**src/rtl/core/hps_pkg.sv**
```systemverilog
`timescale 1ns / 1ps
// Shared constants for the heap sorter core.
// No dependencies; imported by hps_cell and heap_sorter_core.
package hps_pkg;

	// Default number of values one set may hold.
	localparam int DEF_CAPACITY = 64;

	// Default width of one signed value.
	localparam int DEF_VALUE_WIDTH = 16;

endpackage

```
**src/rtl/core/hps_cell.sv**
```systemverilog
`timescale 1ns / 1ps
// One cell of the sorting chain: holds one value and passes the larger one on.
// Depends on hps_pkg for the default value width.
module hps_cell #(
	parameter int VALUE_WIDTH = hps_pkg::DEF_VALUE_WIDTH
) (
	input  logic                          clk,
	input  logic                          arst_n,
	input  logic                          shift_en,
	input  logic signed [VALUE_WIDTH-1:0] in_value,
	input  logic                          in_valid,
	input  logic signed [VALUE_WIDTH-1:0] right_value,
	input  logic                          right_valid,
	output logic signed [VALUE_WIDTH-1:0] held_value,
	output logic                          held_valid,
	output logic signed [VALUE_WIDTH-1:0] carry_value,
	output logic                          carry_valid
);
	import hps_pkg::*;

	logic signed [VALUE_WIDTH-1:0] held_value_q;
	logic                          held_valid_q;
	logic signed [VALUE_WIDTH-1:0] carry_value_q;
	logic                          carry_valid_q;

	// Occupancy of the cell and of its outgoing carry.
	always_ff @(posedge clk or negedge arst_n) begin
		if (!arst_n) begin
			held_valid_q  <= 1'b0;
			carry_valid_q <= 1'b0;
		end else if (shift_en) begin
			held_valid_q  <= right_valid;
			carry_valid_q <= 1'b0;
		end else begin
			carry_valid_q <= in_valid && held_valid_q;
			if (in_valid) begin
				held_valid_q <= 1'b1;
			end
		end
	end

	// The cell keeps the smaller value and hands the other one to its right neighbour.
	// On equal values the arriving one moves on.
	always_ff @(posedge clk) begin
		if (shift_en) begin
			held_value_q <= right_value;
		end else if (in_valid) begin
			if (!held_valid_q) begin
				held_value_q <= in_value;
			end else if (in_value < held_value_q) begin
				held_value_q  <= in_value;
				carry_value_q <= held_value_q;
			end else begin
				carry_value_q <= in_value;
			end
		end
	end

	assign held_value  = held_value_q;
	assign held_valid  = held_valid_q;
	assign carry_value = carry_value_q;
	assign carry_valid = carry_valid_q;

endmodule

```
**src/rtl/core/heap_sorter_core.sv**
```systemverilog
`timescale 1ns / 1ps
// Sorting core: a chain of CAPACITY cells that returns each set of values in ascending order.
// Depends on hps_pkg and hps_cell.
// Values load one per cycle. After the transfer marked last the core waits in a drain state
// while the final insertion ripples down the chain, one cell a cycle; results then leave at
// one per cycle from the head cell while the receiver does not stall.
// Reset empties every cell and returns the core to loading with no values and no overflow.
module heap_sorter_core #(
	parameter int CAPACITY    = hps_pkg::DEF_CAPACITY,
	parameter int VALUE_WIDTH = hps_pkg::DEF_VALUE_WIDTH
) (
	input  logic                          clk,
	input  logic                          arst_n,
	input  logic                          valid,
	output logic                          stall,
	input  logic signed [VALUE_WIDTH-1:0] value,
	input  logic                          last,
	output logic                          valid_res,
	input  logic                          stall_res,
	output logic signed [VALUE_WIDTH-1:0] value_res,
	output logic                          last_res,
	output logic                          overflow
);
	import hps_pkg::*;

	localparam int CountWidth = $clog2(CAPACITY + 1);
	localparam int DrainWidth = $clog2(CAPACITY);

	typedef enum logic [1:0] {
		ST_LOAD,
		ST_DRAIN,
		ST_EMIT
	} state_t;

	state_t                state_q;
	logic [CountWidth-1:0] count_q;
	logic [DrainWidth-1:0] drain_q;
	logic                  dropped_q;

	logic in_xfer;
	logic out_xfer;
	logic store_full;
	logic ins_valid;

	logic signed [VALUE_WIDTH-1:0] cell_value  [CAPACITY];
	logic                          cell_valid  [CAPACITY];
	logic signed [VALUE_WIDTH-1:0] carry_value [CAPACITY];
	logic                          carry_valid [CAPACITY];

	// Handshake decode.
	assign stall      = (state_q != ST_LOAD);
	assign in_xfer    = valid && !stall;
	assign valid_res  = (state_q == ST_EMIT);
	assign out_xfer   = valid_res && !stall_res;
	assign store_full = (count_q == CountWidth'(CAPACITY));
	assign ins_valid  = in_xfer && !store_full;

	// Sequencer: load values, let the chain settle, then stream the sorted values out.
	always_ff @(posedge clk or negedge arst_n) begin
		if (!arst_n) begin
			state_q   <= ST_LOAD;
			count_q   <= '0;
			drain_q   <= '0;
			dropped_q <= 1'b0;
		end else begin
			unique case (state_q)
				ST_LOAD: begin
					if (in_xfer) begin
						if (store_full) begin
							dropped_q <= 1'b1;
						end else begin
							count_q <= count_q + CountWidth'(1);
						end
						if (last) begin
							drain_q <= '0;
							state_q <= ST_DRAIN;
						end
					end
				end
				ST_DRAIN: begin
					if (drain_q == DrainWidth'(CAPACITY - 1)) begin
						state_q <= ST_EMIT;
					end else begin
						drain_q <= drain_q + DrainWidth'(1);
					end
				end
				ST_EMIT: begin
					if (out_xfer) begin
						if (count_q == CountWidth'(1)) begin
							count_q   <= '0;
							dropped_q <= 1'b0;
							state_q   <= ST_LOAD;
						end else begin
							count_q <= count_q - CountWidth'(1);
						end
					end
				end
				default: begin
					state_q <= ST_LOAD;
				end
			endcase
		end
	end

	// Result fields come straight from the head cell and the sequencer registers.
	assign value_res = cell_value[0];
	assign last_res  = (count_q == CountWidth'(1));
	assign overflow  = dropped_q;

	// The chain of cells: inserts enter on the left, results leave on the left.
	for (genvar i = 0; i < CAPACITY; i++) begin : g_cell
		logic signed [VALUE_WIDTH-1:0] left_value;
		logic                          left_valid;
		logic signed [VALUE_WIDTH-1:0] nb_value;
		logic                          nb_valid;

		if (i == 0) begin : g_head
			assign left_value = value;
			assign left_valid = ins_valid;
		end else begin : g_body
			assign left_value = carry_value[i-1];
			assign left_valid = carry_valid[i-1];
		end

		if (i == CAPACITY - 1) begin : g_tail
			assign nb_value = '0;
			assign nb_valid = 1'b0;
		end else begin : g_inner
			assign nb_value = cell_value[i+1];
			assign nb_valid = cell_valid[i+1];
		end

		hps_cell #(
			.VALUE_WIDTH(VALUE_WIDTH)
		) u_cell (
			.clk        (clk),
			.arst_n     (arst_n),
			.shift_en   (out_xfer),
			.in_value   (left_value),
			.in_valid   (left_valid),
			.right_value(nb_value),
			.right_valid(nb_valid),
			.held_value (cell_value[i]),
			.held_valid (cell_valid[i]),
			.carry_value(carry_value[i]),
			.carry_valid(carry_valid[i])
		);
	end

endmodule

```
**config.mk**
```make
export PLATFORM = sky130hd
export DESIGN_NAME = heap_sorter_core
export DESIGN_NICKNAME = d
export VERILOG_FILES = /design/src/rtl/core/hps_pkg.sv /design/src/rtl/core/hps_cell.sv /design/src/rtl/core/heap_sorter_core.sv
export SDC_FILE = /design/constraint.sdc
export NUM_CORES = 2
export LEC_CHECK = 0
export CORE_ASPECT_RATIO = 0.8
export CORE_MARGIN = 2
export CORE_UTILIZATION = 45
export CTS_BUF_LIST = sky130_fd_sc_hd__clkbuf_4
export DETAILED_ROUTE_END_ITERATION = 10
export DONT_BUFFER_PORTS = 1
export PLACE_DENSITY = 0.58
export SYNTH_ARGS = -nofsm -noshare
export SYNTH_HDL_FRONTEND = slang
export SYNTH_SLANG_ARGS = --single-unit
```
**constraint.sdc**
```tcl
create_clock -name clk -period 4.1 [get_ports clk]
set_input_delay 0.615 -clock clk [delete_from_list [all_inputs] [get_ports clk]]
set_output_delay 0.615 -clock clk [all_outputs]
set_load 0.01 [all_outputs]
```
==> metrics <==
outcome completed; first-pass GRT wire length 418,000 um; TritonRoute pass-1 iters 6; post-synth cell types 69; maximum root-to-sink buffer count 4; VDD IR-drop max 0.2831 mV; Top FF cell, synth edfxtp_1; max-cap viol count 0; CP startpoint kind flip-flop; vias per cell 5.420; Power per Cell Area 505.9 mW/mm^2; DIE HEIGHT 456.1 um; Internal Pwr Total 0.04443 W; worst-path maximum fanout 8; Die X 569.2 um; Final min period 3.338 ns; vias in the first global route 78,301; worst flop-to-flop path endpoint g_cell[0].u_cell.carry_value[13]; Flop pwr share 45.7%; LEAKAGE 52.65 nW; worst skew pair latency 1.31 ns; Post-Synthesis Cells 9,827; CTS tree done; Worst-Margin Slew 1.110 ns; fillers 22,379; via count 76,165; initial core utilization 45.39%; DRC Markers 0; final hold slack 0.1864 ns; CP endpoint kind output port; crit path kind flip-flop to output port; core area 0.2533 sq mm; RD Place Congestion 0.8252; antenna violations before repair 12; DP Wirelength 184,000 um; drt wl/cell 18.46 um; htree depth 6; Setup Viol. Count Final 0; share of cells above drive strength 1 20.16%; clock root buffer clkbuf_4; flops & latches, synth 2,175; Hold Violations, Final 0; total CTS buffers 588; hold path depth 2; Reg-to-Reg Start g_cell[0].u_cell.held_value[2]; Worst Skew 0.06326 ns; WP data arrival 2.72 ns; antenna-violating nets left 0; Area growth syn-to-layout 10.67%; Comb pwr share 22.8%; WL final 259,500 um; Post-synth EDFFs 2,016; DR iter-0 viols 5,987; CP required 3.48 ns; num rows 165; FF-to-FF setup slack 0.79 ns; Reg2Reg Depth 10; Die ar. 0.2596 sq mm; Slew headroom 25.58%; Synth Area per Inst 11.70 sq um; RSZ-0062 raised after global routing false; IO buf count 0; hold_sp value[15]; sw frac 30.99%; max-slew violation count 0; final net count 11,262; gr ovfl total 0; Post-CTS Setup Bufs 0; setup TNS 0 ns; largest net degree at the start of global routing 241; clk slew on worst S/H paths 0.07 ns; Hold Path Class input pin to flip-flop; Mapped Nets 10,813; IO Count 41; Clock power frac 31.4%; sequential area share after synthesis 56.04%; yosys warns 0; highest clock rate 0.2996 GHz; Tot GR Track Use 19.65%; Hold Path Sink g_cell[0].u_cell.carry_value[15]; synthesized area 0.1150 sq mm; P_sw 0.01995 W; ys async rst share 6.575%; Final Cycle Share 81.42%; Clock Sinks 2,175
synth_stat cells, drive strengths merged (88+ instances only):
library cell / count / area, sq um
clkbuf: 260 / 975.9
a21oi: 366 / 1832
buf: 88 / 476.7
and3: 96 / 600.6
inv: 1069 / 4013
nand4: 111 / 694.4
dfrtp: 143 / 3578
o21ai: 1258 / 6304
edfxtp: 2016 / 60540
nand3: 88 / 440.4
nand2: 1550 / 5818
mux2: 1004 / 11410
ha: 965 / 12070
worst max-delay path by stage:
stage / end / cells after the start / startpoint
global route: last_res / 3 / count_q[2]
finish: last_res / 3 / count_q[2]
detailed placement: g_cell[62].u_cell.carry_value[9] / 6 / state_q[0]
CTS: last_res / 3 / count_q[2]
floorplan: g_cell[60].u_cell.held_value[0] / 7 / g_cell[59].u_cell.carry_value[10]
global placement: g_cell[27].u_cell.carry_value[13] / 7 / g_cell[26].u_cell.carry_value[1]
layout make-up:
class	count	area, sq um	area share (%)
Tap cell	3340	4179	3.284
Clock buffer	901	6764	5.315
Inverter	1069	4013	3.153
Multi-Input combinational cell	6235	45180	35.50
Sequential cell	2175	64440	50.63
Antenna cell	6	15.01	0.01180
Clock inverter	120	784.5	0.6164
Timing Repair Buffer	207	1889	1.485
critical path, cell delays in order (launching register included):
cell	delay, ns
dfrtp_1	0.44
nor4_1	0.40
nand3b_1	0.36
inv_1	0.22
per-layer routing:
| layer | wire (um) | up-vias | GRT usage (%) |
|---|---|---|---|
| met3 | 13600 | 407 | 3.604 |
| met2 | 110500 | 1695 | 28.76 |
| li1 | - | 36965 | - |
| met5 | 63 | - | 0 |
| met4 | 4551 | 10 | 5.058 |
| met1 | 130700 | 37088 | 29.78 |
what timing repair did:
item,CTS,global route
endpoints found under the setup margin,0,0
hold buffers,50,0
resized for setup,0,0
hold endpoints to repair,523,0
stage by stage:
step | util, % | instance area, sq um | setup slack, ns | total power [W] | instances
2_1_floorplan | - | 115000 | 0.7321 | 0.04003 | 9827
3_3_place_gp | 47.04 | 119200 | 0.9458 | 0.04389 | 12976
3_5_place_dp | 47.04 | 119200 | 0.8622 | 0.04443 | 12976
4_1_cts | 50.23 | 127200 | 0.5744 | 0.06506 | 14047
5_1_grt | 50.24 | 127300 | 0.5013 | 0.06825 | 14051
6_report | 50.24 | 127300 | 0.7618 | 0.06438 | 14053
power by group through the flow:
stage	sequential, W	combinational, W	clock, W
6_report	0.0294	0.0147	0.0202
5_1_grt	0.0297	0.0166	0.0219
4_1_cts	0.0295	0.0148	0.0208
3_5_place_dp	0.0299	0.0145	0
3_3_place_gp	0.0298	0.0141	0
2_1_floorplan	0.0294	0.0106	0
kinds of logic (layout without fill, tap and decap cells):
| group | after synthesis | after routing | synth area share (%) |
|---|---|---|---|
| and+or+nand+nor | 2244 | 2244 | 8.632 |
| DFF | 2175 | 2175 | 56.04 |
| AOI/OAI and AO/OA | 2005 | 2005 | 10.00 |
| buffers and inverters | 1417 | 2297 | 4.753 |
| muxes | 1020 | 1020 | 10.07 |
| adders and majority gates | 965 | 965 | 10.50 |
| xor gates and xnor gates | 1 | 1 | 0.007618 |
| other | 0 | 6 | 0 |
flip-flops by register name (all words and copies together), names as in the netlist:
name	cells
drain_q	6
g_cell.u_cell.carry_valid	63
state_q	2
g_cell.u_cell.carry_value	1008
overflow	1
count_q	7
g_cell.u_cell.held_valid	64
g_cell.u_cell.held_value	1024
placed cells by master (no fill, tap or decap), types with 71 or more instances in the layout:
| cell | synthesis | layout |
|---|---|---|
| a21oi_1 | 366 | 366 |
| and3_1 | 96 | 96 |
| buf_4 | 2 | 143 |
| clkbuf_4 | 0 | 901 |
| clkinv_1 | 0 | 82 |
| dfrtp_1 | 143 | 143 |
| edfxtp_1 | 2016 | 2016 |
| ha_1 | 965 | 965 |
| inv_1 | 1069 | 1069 |
| mux2_2 | 975 | 975 |
| nand2_1 | 1550 | 1550 |
| nand2b_1 | 72 | 71 |
| nand3_1 | 88 | 88 |
| nand4_1 | 111 | 111 |
| nor2_1 | 80 | 79 |
| o21ai_0 | 1253 | 1237 |
No activity file was read; power rests on OpenSTA's default activity.
